[src/sv/psd_pkg.sv]
// Shared types, codes and constants of the pixel detector stream decoder.
package psd_pkg;

    localparam int WORD_W    = 48;
    localparam int PAYLOAD_W = 44;
    localparam int TIME_W    = 46;
    localparam int TOA_W     = 14;
    localparam int CFG_W     = 32;

    localparam int QUEUE_DEPTH_DEFAULT = 4;

    // Word headers.
    localparam logic [3:0] HDR_PIXEL     = 4'h4;
    localparam logic [3:0] HDR_OFFSET    = 4'h5;
    localparam logic [3:0] HDR_START     = 4'h7;
    localparam logic [3:0] HDR_START_LO  = 4'h8;
    localparam logic [3:0] HDR_START_HI  = 4'h9;
    localparam logic [3:0] HDR_END_LO    = 4'hA;
    localparam logic [3:0] HDR_END_HI    = 4'hB;
    localparam logic [3:0] HDR_FINISH    = 4'hC;
    localparam logic [3:0] HDR_LOST      = 4'hD;
    localparam logic [3:0] HDR_ABORT     = 4'hE;

    // Pixel formats.
    localparam logic [2:0] FMT_FAST_TOA   = 3'd2;
    localparam logic [2:0] FMT_TOA        = 3'd3;
    localparam logic [2:0] FMT_FAST_EVENT = 3'd4;
    localparam logic [2:0] FMT_EVENT      = 3'd5;

    // Configuration register indexes.
    localparam logic CFG_PIXEL_FORMAT     = 1'b0;
    localparam logic CFG_REQUESTED_FRAMES = 1'b1;

    typedef enum logic [3:0] {
        OP_PIXEL,
        OP_OFFSET,
        OP_START,
        OP_START_LO,
        OP_START_HI,
        OP_END_LO,
        OP_END_HI,
        OP_FINISH,
        OP_LOST,
        OP_ABORT,
        OP_DROP
    } op_t;

    typedef enum logic [2:0] {
        KIND_PIXEL     = 3'd0,
        KIND_STARTED   = 3'd1,
        KIND_ENDED     = 3'd2,
        KIND_ALL_DONE  = 3'd3,
        KIND_ABORTED   = 3'd4
    } kind_t;

    typedef enum logic [1:0] {
        RUN_RUNNING   = 2'd0,
        RUN_SUCCEEDED = 2'd1,
        RUN_ABORTED   = 2'd2
    } run_status_t;

    // One classified word as it travels from the front end to the back end.
    typedef struct packed {
        op_t                    op;
        logic                   add_offset;
        logic                   keep_low;
        logic                   keep_mid;
        logic [PAYLOAD_W-1:0]   payload;
    } item_t;

    typedef struct packed {
        kind_t          kind;
        logic [31:0]    frame_index;
        logic [7:0]     coord_x;
        logic [7:0]     coord_y;
        logic [TIME_W-1:0] time_or_integral;
        logic [3:0]     low_nibble;
        logic [9:0]     mid_field;
        logic [47:0]    frame_start;
        logic [47:0]    frame_end;
        logic [31:0]    rx_pixels;
        logic [43:0]    tx_pixels;
        logic [47:0]    lost_total;
    } result_t;

    typedef struct packed {
        run_status_t    run_status;
        logic [31:0]    dropped_words;
    } status_t;

endpackage

[src/sv/psd_front.sv]
// Front end: takes measurement words and classifies them into queue entries.
module psd_front (
    input  logic                           s_valid,
    output logic                           s_ready,
    input  logic [psd_pkg::WORD_W-1:0]     s_word,
    input  logic [2:0]                     pixel_format,
    output logic                           push_valid,
    input  logic                           push_ready,
    output psd_pkg::item_t                 push_item
);
    import psd_pkg::*;

    logic [3:0] header;
    logic       format_ok;

    assign header    = s_word[WORD_W-1 -: 4];
    assign format_ok = (pixel_format <= FMT_EVENT);

    assign s_ready    = push_ready;
    assign push_valid = s_valid;

    always_comb begin
        push_item.payload    = s_word[PAYLOAD_W-1:0];
        // Event formats carry integral tot in place of a time of arrival.
        push_item.add_offset = (pixel_format < FMT_FAST_EVENT);
        push_item.keep_low   = (pixel_format != FMT_EVENT);
        push_item.keep_mid   = (pixel_format != FMT_FAST_TOA) && (pixel_format != FMT_TOA);
        unique case (header)
            HDR_PIXEL:    push_item.op = format_ok ? OP_PIXEL : OP_DROP;
            HDR_OFFSET:   push_item.op = OP_OFFSET;
            HDR_START:    push_item.op = OP_START;
            HDR_START_LO: push_item.op = OP_START_LO;
            HDR_START_HI: push_item.op = OP_START_HI;
            HDR_END_LO:   push_item.op = OP_END_LO;
            HDR_END_HI:   push_item.op = OP_END_HI;
            HDR_FINISH:   push_item.op = OP_FINISH;
            HDR_LOST:     push_item.op = OP_LOST;
            HDR_ABORT:    push_item.op = OP_ABORT;
            default:      push_item.op = OP_DROP;
        endcase
    end

endmodule

[src/sv/psd_queue.sv]
// Short queue of classified words between the front end and the back end.
module psd_queue #(
    parameter int DEPTH = psd_pkg::QUEUE_DEPTH_DEFAULT
) (
    input  logic            aclk,
    input  logic            aresetn,
    input  logic            push_valid,
    output logic            push_ready,
    input  psd_pkg::item_t  push_item,
    output logic            pop_valid,
    input  logic            pop_ready,
    output psd_pkg::item_t  pop_item
);
    import psd_pkg::*;

    localparam int PTR_W = (DEPTH > 1) ? $clog2(DEPTH) : 1;
    localparam int CNT_W = $clog2(DEPTH + 1);

    item_t              entry_reg [DEPTH];
    logic [PTR_W-1:0]   wr_ptr_reg, wr_ptr_next;
    logic [PTR_W-1:0]   rd_ptr_reg, rd_ptr_next;
    logic [CNT_W-1:0]   count_reg, count_next;
    logic               do_push, do_pop;

    assign push_ready = (count_reg != CNT_W'(DEPTH));
    assign pop_valid  = (count_reg != '0);
    assign pop_item   = entry_reg[rd_ptr_reg];
    assign do_push    = push_valid && push_ready;
    assign do_pop     = pop_valid && pop_ready;

    always_comb begin
        wr_ptr_next = wr_ptr_reg;
        rd_ptr_next = rd_ptr_reg;
        count_next  = count_reg;
        if (do_push) begin
            wr_ptr_next = (wr_ptr_reg == PTR_W'(DEPTH - 1)) ? '0 : wr_ptr_reg + 1'b1;
        end
        if (do_pop) begin
            rd_ptr_next = (rd_ptr_reg == PTR_W'(DEPTH - 1)) ? '0 : rd_ptr_reg + 1'b1;
        end
        if (do_push && !do_pop) begin
            count_next = count_reg + 1'b1;
        end else if (do_pop && !do_push) begin
            count_next = count_reg - 1'b1;
        end
    end

    always_ff @(posedge aclk) begin
        if (!aresetn) begin
            wr_ptr_reg <= '0;
            rd_ptr_reg <= '0;
            count_reg  <= '0;
        end else begin
            wr_ptr_reg <= wr_ptr_next;
            rd_ptr_reg <= rd_ptr_next;
            count_reg  <= count_next;
        end
    end

    always_ff @(posedge aclk) begin
        if (do_push) begin
            entry_reg[wr_ptr_reg] <= push_item;
        end
    end

endmodule

[src/sv/psd_back.sv]
// Back end: applies classified words to the frame record and builds results.
module psd_back (
    input  logic                aclk,
    input  logic                aresetn,
    input  logic                pop_valid,
    output logic                pop_ready,
    input  psd_pkg::item_t      pop_item,
    input  logic [31:0]         frames_wanted,
    output logic                m_valid,
    input  logic                m_ready,
    output psd_pkg::result_t    result,
    output psd_pkg::status_t    status
);
    import psd_pkg::*;

    logic [TIME_W-1:0]  time_offset_reg, time_offset_next;
    logic [31:0]        frames_done_reg, frames_done_next;
    run_status_t        run_status_reg, run_status_next;
    logic [31:0]        dropped_reg, dropped_next;
    logic [31:0]        received_reg, received_next;
    logic [47:0]        lost_reg, lost_next;
    logic [47:0]        start_stamp_reg, start_stamp_next;
    logic [47:0]        end_stamp_reg, end_stamp_next;
    logic               out_valid_reg, out_valid_next;
    result_t            result_reg, result_next;

    logic               do_pop;
    logic               has_result;
    logic [31:0]        frames_inc;
    logic [48:0]        lost_sum;
    logic [TOA_W-1:0]   toa;
    logic [PAYLOAD_W-1:0] pay;

    // A word leaves the queue whenever the result register is free or being drained.
    assign pop_ready = !out_valid_reg || m_ready;
    assign do_pop    = pop_valid && pop_ready;
    assign pay       = pop_item.payload;
    assign toa       = pay[27:14];
    assign frames_inc = (frames_done_reg == '1) ? frames_done_reg : frames_done_reg + 1'b1;
    assign lost_sum  = {1'b0, lost_reg} + {5'b0, pay};

    always_comb begin
        time_offset_next = time_offset_reg;
        frames_done_next = frames_done_reg;
        run_status_next  = run_status_reg;
        dropped_next     = dropped_reg;
        received_next    = received_reg;
        lost_next        = lost_reg;
        start_stamp_next = start_stamp_reg;
        end_stamp_next   = end_stamp_reg;
        has_result       = 1'b0;
        result_next      = '0;
        result_next.frame_index = frames_done_reg;

        unique case (pop_item.op)
            OP_PIXEL: begin
                has_result               = 1'b1;
                result_next.kind         = KIND_PIXEL;
                result_next.coord_x      = pay[35:28];
                result_next.coord_y      = pay[43:36];
                result_next.time_or_integral = pop_item.add_offset
                                             ? time_offset_reg + TIME_W'(toa)
                                             : TIME_W'(toa);
                result_next.low_nibble   = pop_item.keep_low ? pay[3:0] : 4'h0;
                result_next.mid_field    = pop_item.keep_mid ? pay[13:4] : 10'h0;
                received_next = (received_reg == '1) ? received_reg : received_reg + 1'b1;
            end
            OP_OFFSET: begin
                time_offset_next = {pay[31:0], {TOA_W{1'b0}}};
            end
            OP_START: begin
                has_result       = 1'b1;
                result_next.kind = KIND_STARTED;
                received_next    = '0;
                lost_next        = '0;
                start_stamp_next = '0;
                end_stamp_next   = '0;
            end
            OP_START_LO: start_stamp_next = {start_stamp_reg[47:32], pay[31:0]};
            OP_START_HI: start_stamp_next = {pay[15:0], start_stamp_reg[31:0]};
            OP_END_LO:   end_stamp_next   = {end_stamp_reg[47:32], pay[31:0]};
            OP_END_HI:   end_stamp_next   = {pay[15:0], end_stamp_reg[31:0]};
            OP_FINISH: begin
                has_result                  = 1'b1;
                result_next.frame_start     = start_stamp_reg;
                result_next.frame_end       = end_stamp_reg;
                result_next.rx_pixels       = received_reg;
                result_next.lost_total      = lost_reg;
                result_next.tx_pixels       = pay;
                frames_done_next            = frames_inc;
                if (frames_inc == frames_wanted) begin
                    run_status_next  = RUN_SUCCEEDED;
                    result_next.kind = KIND_ALL_DONE;
                end else begin
                    result_next.kind = KIND_ENDED;
                end
            end
            OP_LOST: begin
                lost_next = lost_sum[48] ? '1 : lost_sum[47:0];
            end
            OP_ABORT: begin
                has_result                  = 1'b1;
                run_status_next             = RUN_ABORTED;
                result_next.kind            = KIND_ABORTED;
                result_next.frame_start     = start_stamp_reg;
                result_next.frame_end       = end_stamp_reg;
                result_next.rx_pixels       = received_reg;
                result_next.lost_total      = lost_reg;
            end
            OP_DROP: begin
                dropped_next = (dropped_reg == '1) ? dropped_reg : dropped_reg + 1'b1;
            end
            default: begin
                dropped_next = dropped_reg;
            end
        endcase
    end

    always_comb begin
        if (do_pop) begin
            out_valid_next = has_result;
        end else begin
            out_valid_next = out_valid_reg && !m_ready;
        end
    end

    always_ff @(posedge aclk) begin
        if (!aresetn) begin
            time_offset_reg <= '0;
            frames_done_reg <= '0;
            run_status_reg  <= RUN_RUNNING;
            dropped_reg     <= '0;
            received_reg    <= '0;
            lost_reg        <= '0;
            start_stamp_reg <= '0;
            end_stamp_reg   <= '0;
            out_valid_reg   <= 1'b0;
        end else begin
            out_valid_reg <= out_valid_next;
            if (do_pop) begin
                time_offset_reg <= time_offset_next;
                frames_done_reg <= frames_done_next;
                run_status_reg  <= run_status_next;
                dropped_reg     <= dropped_next;
                received_reg    <= received_next;
                lost_reg        <= lost_next;
                start_stamp_reg <= start_stamp_next;
                end_stamp_reg   <= end_stamp_next;
            end
        end
    end

    always_ff @(posedge aclk) begin
        if (do_pop && has_result) begin
            result_reg <= result_next;
        end
    end

    assign m_valid = out_valid_reg;
    assign result  = result_reg;
    assign status.run_status    = run_status_reg;
    assign status.dropped_words = dropped_reg;

endmodule

[src/sv/pixel_detector_stream_decoder_unit.sv]
// Top level of the pixel detector stream decoder: front end, queue and back end.
//
// Usage: one 48-bit measurement word is offered per request on s_word with
// s_valid/s_ready. The top nibble selects the action: pixel words are unpacked
// under the configured pixel format, control words start, stamp, count lost
// pixels in, end or abort a frame. Pixel words under pixel formats 0 to 5, frame
// start, frame end and abort words each give one result request on the m_ channel;
// all other words give none. The user must write the registers through
// cfg_we/cfg_index/cfg_data only while idle; the block does not enforce it. A word
// passes through the queue, then the back end loads the result register. Throughput:
// one word per cycle while the result register is free or drained, set by the
// single back-end step that updates the frame record and loads the result register
// in the same cycle. Stalls: while m_ready is low the result register holds its
// request; words still flow in until QUEUE_DEPTH entries wait, then s_ready drops.
// Reset (aresetn low, synchronous): queue emptied, result register invalid,
// frame record, counters and time offset cleared, run status running,
// pixel format 0 and requested frame count 1.
module pixel_detector_stream_decoder_unit #(
    parameter int QUEUE_DEPTH = psd_pkg::QUEUE_DEPTH_DEFAULT
) (
    input  logic            aclk,
    input  logic            aresetn,
    input  logic            s_valid,
    output logic            s_ready,
    input  logic [47:0]     s_word,
    output logic            m_valid,
    input  logic            m_ready,
    output logic [2:0]      m_kind,
    output logic [31:0]     m_frame_index,
    output logic [7:0]      m_coord_x,
    output logic [7:0]      m_coord_y,
    output logic [45:0]     m_time_or_integral,
    output logic [3:0]      m_low_nibble,
    output logic [9:0]      m_mid_field,
    output logic [47:0]     m_start_time,
    output logic [47:0]     m_end_time,
    output logic [31:0]     m_received_pixels,
    output logic [43:0]     m_sent_pixels,
    output logic [47:0]     m_lost_pixels,
    input  logic            cfg_we,
    input  logic            cfg_index,
    input  logic [31:0]     cfg_data
);
    import psd_pkg::*;

    logic [2:0]     pixel_format_reg;
    logic [31:0]    frame_goal_reg;

    logic           push_valid, push_ready;
    item_t          push_item;
    logic           pop_valid, pop_ready;
    item_t          pop_item;
    result_t        result;
    status_t        status;

    // Configuration registers. The front end reads the pixel format when it
    // classifies a word; the user must write only while idle; not enforced here.
    always_ff @(posedge aclk) begin
        if (!aresetn) begin
            pixel_format_reg <= 3'd0;
            frame_goal_reg   <= 32'd1;
        end else if (cfg_we) begin
            unique case (cfg_index)
                CFG_PIXEL_FORMAT:     pixel_format_reg <= cfg_data[2:0];
                CFG_REQUESTED_FRAMES: frame_goal_reg   <= cfg_data;
                default:              pixel_format_reg <= pixel_format_reg;
            endcase
        end
    end

    psd_front u_front (
        .s_valid      (s_valid),
        .s_ready      (s_ready),
        .s_word       (s_word),
        .pixel_format (pixel_format_reg),
        .push_valid   (push_valid),
        .push_ready   (push_ready),
        .push_item    (push_item)
    );

    psd_queue #(
        .DEPTH (QUEUE_DEPTH)
    ) u_queue (
        .aclk       (aclk),
        .aresetn    (aresetn),
        .push_valid (push_valid),
        .push_ready (push_ready),
        .push_item  (push_item),
        .pop_valid  (pop_valid),
        .pop_ready  (pop_ready),
        .pop_item   (pop_item)
    );

    psd_back u_back (
        .aclk          (aclk),
        .aresetn       (aresetn),
        .pop_valid     (pop_valid),
        .pop_ready     (pop_ready),
        .pop_item      (pop_item),
        .frames_wanted (frame_goal_reg),
        .m_valid       (m_valid),
        .m_ready       (m_ready),
        .result        (result),
        .status        (status)
    );

    assign m_kind             = result.kind;
    assign m_frame_index      = result.frame_index;
    assign m_coord_x          = result.coord_x;
    assign m_coord_y          = result.coord_y;
    assign m_time_or_integral = result.time_or_integral;
    assign m_low_nibble       = result.low_nibble;
    assign m_mid_field        = result.mid_field;
    assign m_start_time       = result.frame_start;
    assign m_end_time         = result.frame_end;
    assign m_received_pixels  = result.rx_pixels;
    assign m_sent_pixels      = result.tx_pixels;
    assign m_lost_pixels      = result.lost_total;

    // No result request may appear in the cycle right after reset.
    assert property (@(posedge aclk) !aresetn |=> !m_valid)
        else $error("result valid right after reset");

    // While an abort result waits, the recorded run status must already be aborted.
    assert property (@(posedge aclk) disable iff (!aresetn)
        m_valid && (m_kind == KIND_ABORTED) |-> status.run_status == RUN_ABORTED)
        else $error("abort result without aborted run status");

    // A completion result implies the run status has been set to succeeded.
    assert property (@(posedge aclk) disable iff (!aresetn)
        m_valid && (m_kind == KIND_ALL_DONE) |-> status.run_status == RUN_SUCCEEDED)
        else $error("completion result without succeeded run status");

    // The dropped word counter never decreases outside reset.
    assert property (@(posedge aclk) disable iff (!aresetn)
        $past(aresetn) |-> status.dropped_words >= $past(status.dropped_words))
        else $error("dropped word counter went backwards");

endmodule
[config.mk]
export PLATFORM = sky130hd
export DESIGN_NAME = pixel_detector_stream_decoder_unit
export DESIGN_NICKNAME = d
export VERILOG_FILES = /design/src/sv/psd_pkg.sv /design/src/sv/psd_front.sv /design/src/sv/psd_queue.sv /design/src/sv/psd_back.sv /design/src/sv/pixel_detector_stream_decoder_unit.sv
export SDC_FILE = /design/constraint.sdc
export NUM_CORES = 1
export LEC_CHECK = 0
export BUFFER_PORTS_ARGS = -buffer_cell sky130_fd_sc_hd__buf_2
export CAP_MARGIN = 10
export CORE_UTILIZATION = 55
export CTS_BUF_LIST = sky130_fd_sc_hd__clkbuf_2
export CTS_CLUSTER_SIZE = 16
export DETAILED_ROUTE_END_ITERATION = 12
export GPL_ROUTABILITY_DRIVEN = 1
export GPL_TIMING_DRIVEN = 1
export HOLD_SLACK_MARGIN = 0.03
export PLACE_DENSITY_LB_ADDON = 0.3
export SETUP_SLACK_MARGIN = 0.05
export SLEW_MARGIN = 20
export SYNTH_ARGS = -nofsm -noshare
export SYNTH_HDL_FRONTEND = slang
export SYNTH_HIERARCHICAL = 1
export SYNTH_SLANG_ARGS = --single-unit
[constraint.sdc]
create_clock -name aclk -period 10.3 [get_ports aclk]
set_input_delay 1.03 -clock aclk [delete_from_list [all_inputs] [get_ports aclk]]
set_output_delay 1.03 -clock aclk [all_outputs]
set_load 0.02 [all_outputs]
# Word-level counts from Yosys, hierarchy flattened

Memory sizes are Yosys's and may differ from the RTL's. A register that Yosys moved wholly into a read port is not among the register bits.
Cells that the tools add are included.

Memory bits (writable): 204
Output and inout bits: 333
Word-level logic and storage cells: 130
Input port bits: 86
Register bits: 614
Memories: 1

Order comparisons: 2
Reduce and logical (&&, ||, !) cells: 36
Equal/unequal tests: 29
$add $sub $neg: 8
Bitwise operators: 5
Multiplexer cells: 22

Memory list:

| name              | depth | bits a word | read ports | clocked after memory_dff | write ports | RTL line        | RTL |
|---|---|---|---|---|---|---|---|
| u_queue.entry_reg | 4     | 51          | 1          | 1                        | 1           | psd_queue.sv:19 | `item_t entry_reg [DEPTH];` |

Operator list:

| operator                                                              | count |
|---|---|
| 48-bit case mux with 3 select lines                                   | 2 |
| 48-bit case mux with 2 select lines                                   | 1 |
| 32-bit by 1-bit adder with 32-bit output, second input constant       | 2 |
| 32-bit equality test, second input constant                           | 2 |
| 32-bit two-way mux                                                    | 2 |
| 32-bit case mux with 2 select lines                                   | 1 |
| 48-bit by 44-bit adder with 49-bit output                             | 1 |
| 48-bit two-way mux                                                    | 1 |
| 46-bit by 14-bit adder with 46-bit output                             | 1 |
| 4-bit case mux with 10 select lines                                   | 1 |
| 4-bit equality test, second input constant                            | 9 |
| 32-bit equality test                                                  | 1 |
| 4-bit by 3-bit equality test with 1-bit output, second input constant | 7 |
| 2-bit AND reduction                                                   | 8 |
| 3-bit AND reduction                                                   | 5 |
| 14-bit two-way mux                                                    | 1 |
| 2-bit nonzero test                                                    | 7 |
| 3-bit case mux with 3 select lines                                    | 1 |
| 4-bit by 2-bit equality test with 1-bit output, second input constant | 2 |
| 2-bit two-way mux                                                     | 4 |
| 1-bit logical AND                                                     | 7 |
| 3-bit two-way mux                                                     | 2 |
| 3-bit by 2-bit != test with 1-bit output, second input constant       | 2 |
| 3-bit != test, second input constant                                  | 2 |
| other kinds (17)                                                      | 30 |

# Logic depth before layout (Yosys ltp)

Gate-level depths: netlist (run 1).

Depth after elaboration: 6
Gate-level depth with buffers: 16

# By module

The synthesis (run 1) kept the hierarchy.

By module, submodules not included:

| module                             | times used | cells an instance | seq. area each (um^2) | area each (um^2) |
|---|---|---|---|---|
| psd_back                           | 1          | 2433              | 15444.8               | 26070.0 |
| psd_queue                          | 1          | 318               | 6306.0                | 7830.0 |
| pixel_detector_stream_decoder_unit | 1          | 157               | 700.7                 | 1496.4 |
| psd_front                          | 1          | 67                | 0.0                   | 460.4 |

# Worst setup path before layout (run 1)

No wires, ideal clock.

Kind: flip-flop to flip-flop
Start: register (tool-made name)
End: register u_back.result_reg (netlist bit u_back/result[0]) (enable)
Path slack: 771 ps
Required time: 9620 ps
Period minus slack after synthesis: 9529 ps
Arrival: 8849 ps
Cell stages (with the launch flop): 12
Cell sequence: dfxtp_1 clkbuf_1 buf_4 mux4_2 clkbuf_1 nand2b_1 nor2_1 a21oi_1 nor2_1 clkbuf_1 o21ai_0 inv_1

RTL lines:

| what                 | RTL line        | RTL |
|---|---|---|
| to (signal assigned) | psd_back.sv:155 | `result_reg <= result_next;` |
| to (decl)            | psd_back.sv:25  | `result_t result_reg, result_next;` |

==> summary.md, run 1 <==
| Metric | Value |
|---|---|
| H-tree levels | 4 |
| CP bufs+invs | 3 |
| CP Launch Type | register |
| DRC violations left | 0 |
| Status | finished, final reports clean |
| Gate Count Post-Synth | 2810 |
| Final worst path period share | 0.515 |
| CTS tree | built |
| Crit-path cells | buf_4, mux4_2, nand2b_1, nor2_1, a21oi_1, nor2_4, o21ai_0, inv_8, buf_4 |
| Remaining global-route overflow | 0 |
| Leak | 14.5 nW |
| Clk network pwr share | 0.208 |
| Gpl congestion | 0.910 |
| Crit path DAT | 6.26 ns |
| Setup TNS | 0 ns |
| Max FFs per register | 331 |
| Initial Util | 0.557 |
| Number of buffers created by CTS | 198 |
| Io pins | 419 |
| Setup Fix Bufs, Post-CTS | 0 |
| Die ar. | 63600 um^2 |
| MaxCap Viol Count | 0 |
| Clock root buffer | clkbuf_2 |
| Critical path start-end classification | reg2reg |
| IO Port Bufs | 418 |
| Routed length on met1 | 38900 um |
| Iter 0 DRT Violations | 2280 |
| Final slew viol count | 0 |
| Highest metal used | met5 |
| Synth Warn # | 6 |
| Layout Nets | 3451 |
| 1st-pass router iterations | 6 |
| Post-synthesis instance area | 34400 um^2 |
| Avg Cell Area, Syn | 12.3 um^2 |
| Min Tclk post-route | 5.31 ns |
| Seq pwr share | 0.453 |
| First-pass GRT wire length | 139000 um |
| Power Density | 262 nW/um^2 |
| Worst-margin pin slew | 1.18 ns |
| CTS Buffer Depth | 3 |
| Cell mode on critical path | buf_4 |
| Layout cells sized above 1 | 0.252 |
| Via density | 5.70 |
| Total Wirelength | 93400 um |
| Worst path slowest cell | buf_4 |
| Global-route usage over all layers | 0.290 |
| Hold Path Class | in2reg |
| Max Freq | 0.188 GHz |
| Maximum number of pins on one net before global-route repair | 131 |
| Setup Viol. Count Final | 0 |
| Internal power | 0.00622 W |
| Die Span X | 252 um |
| RSZ-0062 raised after global routing | no |
| Placed inst area | 36700 um^2 |
| CP delay by family, top | buffers and inverters |
| CTS clock-pin slew for the worst setup and hold paths | 0.11 ns |
| Sw power | 0.00412 W |
| WL/cell | 21.6 um |
| Final Skew | 0.127 ns |
| Worst Path Required | 11.25 ns |
| Combinational Power Share | 0.339 |
| Post-route cell area | 39400 um^2 |
| Syn nets | 2950 |
| Worst-skew pair later-pin latency | 1.40 ns |
| Met3 Wirelength | 7950 um |
| # clock sinks | 820 |
| Max FO, Critical Path | 130 |
| Syn-to-layout area delta | 14.4% |
| Slew Limit Headroom | 0.213 |
| DR WL met2 | 43800 um |
| Switching share of power | 0.398 |
| Antenna violations before repair | 5 |
| Die height | 252 um |
| Final hold vios | 0 |
| FP Rows | 91 |
| VDD IR max | 0.172 mV |
| CP endpoint kind | register |
| ANT nets after route | 0 |
| Core area | 61800 um^2 |
| Largest stage delay, worst path | 0.90 ns |
| Vias in the first global route | 23779 |
| Pwr Total | 0.0103 W |
| DP Wirelength | 61200 um |
| Vias | 24608 |
==> per-stage QoR <==
stage / setup WS [ns] / util / hold slack [ns] / cells
after global placement: 4.99 / 0.593 / 0.434 / 3868
after floorplan: 0.801 / - / 0.403 / 2810
final: 4.99 / 0.637 / 0.254 / 4318
after global routing: 4.66 / 0.637 / 0.151 / 4318
after detailed placement: 4.96 / 0.593 / 0.441 / 3868
after CTS: 4.95 / 0.637 / 0.0602 / 4317
==> layer usage <==
| layer | global-route usage | vias up |
|---|---|---|
| met5 | 0 | - |
| met4 | 0.114 | 2 |
| met3 | 0.0624 | 157 |
| met2 | 0.458 | 1190 |
| met1 | 0.393 | 11918 |
| li1 | - | 11341 |
==> cells in the final DEF, fill, tap and decap left out, drive strengths merged, types with 6 or more instances in the layout <==
master and count:
nand3 110, nand4 68, nor4 7, clkbuf 294, buf 442, inv 36
and3 68, and2 260, nand2 262, mux2i 10, a21o 22, nand2b 10
nor2 130, o21ai 85, clkinv 62, dlygate4sd3 80, a31oi 14, or3 29
a211oi 19, xnor2 72, a21boi 6, dfxtp 285, a22oi 33, and4 14
nor3 36, a21oi 210, ha 52, o211ai 7, edfxtp 535, a311oi 32
mux4 51, o21bai 8, xor2 61
==> path summary, 6_finish.rpt <==
path | startpoint | end | slack (ns) | cells after the start
setup / recovery | register | u_back/result[17] | 4.99 | 9
hold / removal | s_word[44] | u_queue/entry_reg[2][50] | 0.25 | 3
setup reg to reg | register | u_back/result[17] | 4.99 | 9
hold reg to reg | u_back/start_stamp_reg[19] | u_back/start_stamp_reg[19] | 0.45 | 2
==> layout make-up <==
cell class                      instances  area [um^2]
Fill cell                            4789        22400
Sequential cell                       820        21800
Multi-Input combinational cell       1739        11500
Timing Repair Buffer                  522         3070
Clock buffer                          294         1470
Tap cell                              837         1050
Clock inverter                         75          412
Inverter                               30          125
Antenna cell                            1         2.50
==> power groups by stage <==
stage | sequential (W) | clock, W | combinational [W]
3_5_place_dp | 0.00475 | 0 | 0.00344
2_1_floorplan | 0.00548 | 0 | 0.00159
5_1_grt | 0.00474 | 0.00236 | 0.00372
4_1_cts | 0.00468 | 0.00221 | 0.00348
6_report | 0.00468 | 0.00215 | 0.00350
3_3_place_gp | 0.00474 | 0 | 0.00338
==> what timing repair did <==
action	in CTS	in global routing
gates resized for setup	0	0
hold buffers	80	0
hold endpoints to repair	220	0
==> worst reg2reg max path: stages (launching register included) <==
cell      delay, ns
dfxtp_4        0.63
buf_4          0.61
mux4_2         0.94
nand2b_1       0.33
nor2_1         0.16
a21oi_1        0.11
nor2_4         0.14
o21ai_0        0.26
inv_8          0.70
buf_4          0.92
No activity file was read; power rests on OpenSTA's default activity.
==> run 2: changes to the inputs <==
==> constraint.sdc (replaced) <==
create_clock -name aclk -period 4.4 [get_ports aclk]
set_input_delay 0.44 -clock aclk [delete_from_list [all_inputs] [get_ports aclk]]
set_output_delay 0.44 -clock aclk [all_outputs]
set_load 0.02 [all_outputs]
==> run 2 against run 1 <==
  * Fmax up 29%
  * Hold slack worse by 0.049 ns
  * Worst setup slack worse by 4.7 ns
  * First-iteration DRC count up 2.6%
  * Utilization up 3.4 points
  * Clock power up 130%
  * Flip-flop and latch count unchanged
  * Sequential share of layout area down 2.8 points
  * Global-route usage up 1.4 points
  * Clock skew down 0.044 ns
  * Largest cell class unchanged
==> summary.md, run 2 (synthesis results as in run 1) <==
| Metric | Value |
|---|---|
| Status | finished, final reports clean |
| DRC violations left | 0 |
| Gpl congestion | 0.882 |
| ANT nets after route | 0 |
| Clk network pwr share | 0.204 |
| Layout cells sized above 1 | 0.258 |
| Worst Path Required | 5.63 ns |
| Min-Delay Path Depth | 4 |
| Hold Path End | u_queue/entry_reg[3][50] |
| Max Freq | 0.243 GHz |
| CP bufs+invs | 2 |
| Min Tclk post-route | 4.12 ns |
| CP Launch Type | register |
| Fillers | 4547 |
| First-pass GRT wire length | 146000 um |
| Slew Limit Headroom | 0.213 |
| 1st-pass router iterations | 6 |
| Vias | 25957 |
| R2r worst-path depth | 12 |
| Iter 0 DRT Violations | 2339 |
| Internal power | 0.0150 W |
| Worst path slowest cell | mux4_2 |
| Final worst path period share | 0.937 |
| Pwr Total | 0.0248 W |
| Combinational Power Share | 0.357 |
| Layout Nets | 3661 |
| Power Density | 597 nW/um^2 |
| Most common cell after layout, fill and taps aside | edfxtp_1 |
| Via density | 5.73 |
| Final hold vios | 0 |
| Leak | 15.5 nW |
| Die Span X | 252 um |
| Largest stage delay, worst path | 0.66 ns |
| VDD IR max | 0.424 mV |
| Reg2reg setup slack | 0.28 ns |
| Setup TNS | 0 ns |
| Global-route usage over all layers | 0.304 |
| Final Skew | 0.0831 ns |
| Vias in the first global route | 25154 |
| Final core utilization | 0.671 |
| RSZ-0062 raised after global routing | no |
| Total Wirelength | 98000 um |
| CP delay by family, top | simple AND/OR/NAND/NOR gates |
| Worst-margin pin slew | 1.18 ns |
| Max FO, Critical Path | 12 |
| Core area | 61800 um^2 |
| Syn-to-layout area delta | 20.6% |
| Final slew viol count | 0 |
| CTS Buffer Depth | 3 |
| IO Port Bufs | 418 |
| Clock root buffer | clkbuf_2 |
| Number of buffers created by CTS | 195 |
| Critical path start-end classification | reg2reg |
| Most frequent cells in the layout | edfxtp_1, buf_2, clkbuf_2, dfxtp_1, nand2_1 |
| FF-to-FF End | u_back/lost_reg[45] |
| Max FFs per register | 331 |
| Switching share of power | 0.396 |
| Hold Path Class | in2reg |
| # clock sinks | 820 |
| Crit-path cells | buf_12, buf_4, mux4_2, ha_1, nand4_1, nor4_2, nand4_1, a21bo_2, o31a_1, nor2_1, nor3b_1, nor3_1 |
| Initial Util | 0.557 |
| Sw power | 0.00981 W |
| Seq pwr share | 0.439 |
| FP Rows | 91 |
| WL/cell | 21.6 um |
| Worst-skew pair later-pin latency | 1.40 ns |
| Remaining global-route overflow | 0 |
| Setup Viol. Count Final | 0 |
| Antenna violations before repair | 4 |
| Register area | 21800 um^2 |
| CTS tree | built |
| Crit path DAT | 5.35 ns |
| CTS clock-pin slew for the worst setup and hold paths | 0.11 ns |
| H-tree levels | 4 |
| Die height | 252 um |
| Die ar. | 63600 um^2 |
| Cell mode on critical path | nand4_1 |
| Maximum number of pins on one net before global-route repair | 176 |
| Multi-input logic area | 11500 um^2 |
| Hold Startpoint | s_word[44] |
| CP endpoint kind | register |
| DP Wirelength | 62600 um |
| MaxCap Viol Count | 0 |
| Io pins | 419 |
==> run 2: cell types whose count changed in the layout (fill, tap and decap cells not counted), sizes merged, moves of 2 or more <==
cell / before / now
clkinv: 62 / 58
buf: 442 / 503
dlygate4sd3: 80 / 232
inv: 36 / 32
clkbuf: 294 / 302
diode: 1 / 3
==> run 2: timing repair <==
action	in CTS	in global routing
endpoints found under the setup margin	35	45
hold endpoints to repair	537	0
hold buffers	232	0
setup buffers	0	4
resized for setup	1	4
==> run 2: area by class of cell <==
class	count	area share
diodes	3	0.000181
clock buffers	302	0.0364
clock inverters	66	0.00868
inverters	30	0.00298
multi-input cells	1739	0.277
flip-flops and latches	820	0.525
well taps	837	0.0252
repair buffers	735	0.125
==> run 2: worst max-delay path by stage <==
stage,endpoint,slack [ns],from,cells past startpoint
after floorplan,u_back/result[0],-2.81,register,11
after global placement,u_back/lost_reg[42],0.13,register,15
after detailed placement,u_back/lost_reg[34],-0.05,register,15
after CTS,u_back/lost_reg[42],0.07,register,15
after global routing,u_back/lost_reg[43],0.05,register,14
final,u_back/lost_reg[45],0.28,register,12
==> run 2: tightest hold or removal path, stage by stage <==
cell and delay, ns:
dlygate4sd3_1 0.54, buf_2 0.17, o22ai_1 0.10, or2_2 0.18
==> run 2: per-stage QoR <==
stage | area (um^2) | cells | hold slack [ns] | setup slack (ns)
CTS | 41400 | 4525 | 0.0439 | 0.0672
detailed placement | 37200 | 3925 | 0.440 | -0.0472
floorplan | 34500 | 2810 | 0.403 | -2.81
global placement | 37200 | 3925 | 0.434 | 0.131
finish | 41500 | 4532 | 0.204 | 0.277
global route | 41500 | 4532 | 0.112 | 0.0493
==> run 2: routing by layer <==
| metal | GRT usage | part of all wire |
|---|---|---|
| met3 | 0.0710 | 0.087 |
| met1 | 0.404 | 0.41 |
| met2 | 0.486 | 0.48 |
| met5 | 0 | 0.00011 |
| met4 | 0.120 | 0.029 |
==> run 2: power by group through the flow <==
stage	clock network (W)	registers [W]	logic, W
after detailed placement	0	0.0111	0.00856
final	0.00504	0.0109	0.00884
after CTS	0.00513	0.0109	0.00875
after floorplan	0	0.0121	0.00375
after global routing	0.00553	0.0110	0.00939
after global placement	0	0.0110	0.00844
==> run 3: changes to the inputs <==
--- a/config.mk
+++ b/config.mk
@@ -7,7 +7,7 @@
 export LEC_CHECK = 0
 export BUFFER_PORTS_ARGS = -buffer_cell sky130_fd_sc_hd__buf_2
 export CAP_MARGIN = 10
-export CORE_UTILIZATION = 55
+export CORE_UTILIZATION = 25
 export CTS_BUF_LIST = sky130_fd_sc_hd__clkbuf_2
 export CTS_CLUSTER_SIZE = 16
 export DETAILED_ROUTE_END_ITERATION = 12
==> run 3 against run 2 <==
  * Critical endpoint is now u_back/lost_reg[39]
  * Hold slack gained 0.064 ns
  * Sequential power is essentially flat
  * Design area grew 4.4%
  * Power grew 5.1%
  * Largest cell class unchanged
  * Flip-flop and latch count is the same
  * Worst setup slack gained 0.063 ns
==> summary.md, run 3 (synthesis results as in run 1) <==
| Metric | Value |
|---|---|
| Remaining global-route overflow | 0 |
| IO Port Bufs | 418 |
| Initial Util | 0.253 |
| DP Wirelength | 80100 um |
| R2r worst-path depth | 14 |
| Final worst setup slack | 0.340 ns |
| Worst Path Required | 5.82 ns |
| CTS Buffer Depth | 3 |
| ANT nets after route | 0 |
| Min Tclk post-route | 4.06 ns |
| Final worst path period share | 0.923 |
| Max FFs per register | 331 |
| Die ar. | 139000 um^2 |
| Hold Path Class | in2reg |
| WL/cell | 20.8 um |
| Crit path DAT | 5.48 ns |
| Slew Limit Headroom | 0.268 |
| Final core utilization | 0.319 |
| Clock root buffer | clkbuf_2 |
| FF-to-FF End | u_back/lost_reg[39] |
| Maximum number of pins on one net before global-route repair | 176 |
| VDD IR max | 0.290 mV |
| Pre-CTS setup slack | 0.0708 ns |
| Final slew viol count | 0 |
| Io pins | 419 |
| Reg2reg setup slack | 0.34 ns |
| Final Skew | 0.149 ns |
| Leak | 15.9 nW |
| Gpl congestion | 0.845 |
| RSZ-0062 raised after global routing | no |
| Core area | 136000 um^2 |
| Vias | 25329 |
| Most common cell after layout, fill and taps aside | edfxtp_1 |
| Setup Viol. Count Final | 0 |
| First-pass GRT wire length | 167000 um |
| CP Launch Type | register |
| Critical path start-end classification | reg2reg |
| Placed inst area | 38600 um^2 |
| CTS tree | built |
| Power Density | 601 nW/um^2 |
| Most frequent cells in the layout | edfxtp_1, buf_2, clkbuf_2, dfxtp_1 |
| MaxCap Viol Count | 0 |
| FP Rows | 135 |
| Layout Nets | 3728 |
| Worst-margin pin slew | 1.10 ns |
| Via density | 4.54 |
| Min-Delay Path Depth | 3 |
| 1st-pass router iterations | 5 |
| Die Span X | 373 um |
| Number of buffers created by CTS | 220 |
| H-tree levels | 4 |
| Worst-skew pair later-pin latency | 1.62 ns |
| Max Freq | 0.246 GHz |
| Antenna violations before repair | 34 |
| Vias in the first global route | 25075 |
| DRC violations left | 0 |
| Die height | 373 um |
| Status | finished, final reports clean |
| CTS clock-pin slew for the worst setup and hold paths | 0.11 ns |
| Layout cells sized above 1 | 0.267 |
| # clock sinks | 820 |
| Hold Path End | u_queue/entry_reg[1][14] |
| Final hold vios | 0 |
| Global-route usage over all layers | 0.163 |
| Total Wirelength | 116000 um |
| Hold Startpoint | s_word[14] |
| CP endpoint kind | register |
| Syn-to-layout area delta | 25.9% |
| Max FO, Critical Path | 21 |
| Post-route cell area | 43300 um^2 |
| Iter 0 DRT Violations | 2016 |
-- run 3: per-layer routing --
metal | vias to the layer above | GRT usage | part of all wire
met1 | 12344 | 0.217 | 0.45
met3 | 155 | 0.0451 | 0.074
met4 | 10 | 0.0504 | 0.018
li1 | 11958 | - | -
met2 | 862 | 0.257 | 0.46
met5 | - | 0 | 0.00057
-- run 3: area by class of cell --
cell class              instances  area [um^2]
flip-flops and latches        820        21800
diodes                         16         40.0
clock inverters                69          352
well taps                    1781         2230
fillers                     13865        92600
multi-input cells            1739        11500
repair buffers                777         5560
inverters                      30          126
clock buffers                 346         1730
-- run 3: worst max-delay path by stage --
stage	startpoint	endpoint	slack, ns	cells after the start
finish	register	u_back/lost_reg[39]	0.34	14
global route	register	u_back/lost_reg[15]	0.05	15
CTS	register	u_back/lost_reg[16]	0.10	15
detailed placement	register	u_back/lost_reg[33]	0.07	14
global placement	register	u_back/lost_reg[42]	0.08	14
floorplan	register	u_back/result[0]	-2.81	11
-- run 3: power breakdown --
part | internal (W) | switching (W) | total (W) | leakage (nW)
clock | 0.00219 | 0.00334 | 0.00552 | 1.60
combinational | 0.00285 | 0.00677 | 0.00962 | 7.24
sequential | 0.0102 | 0.000684 | 0.0109 | 7.06
-- run 3: worst max-delay path, cell delays in order (launching register included) --
cell and delay [ns]:
dfxtp_2 0.49, buf_4 0.37, mux4_2 0.43, ha_1 0.38, a21oi_1 0.24, o21ai_0 0.11, a211oi_1 0.25, o21ai_0 0.11
o21bai_2 0.24, a211oi_1 0.30, buf_4 0.19, o21ai_2 0.09, a41o_1 0.29, buf_4 0.17, o31a_1 0.28
-- run 3: stage by stage --
step	instances	hold slack [ns]	total power [W]	setup TNS (ns)
after floorplan	2810	0.403	0.0159	-928.85
after global placement	4886	0.433	0.0206	0
after detailed placement	4886	0.440	0.0206	0
after CTS	5561	0.0316	0.0265	0
after global routing	5574	0.0177	0.0276	0
final	5578	0.268	0.0260	0
-- run 3: timing repair --
item                                    4_1_cts  5_1_grt
endpoints found under the setup margin        0       56
buffers inserted                              0        0
hold endpoints to repair                    686        0
hold buffers                                260        0
gates resized for setup                       0        5
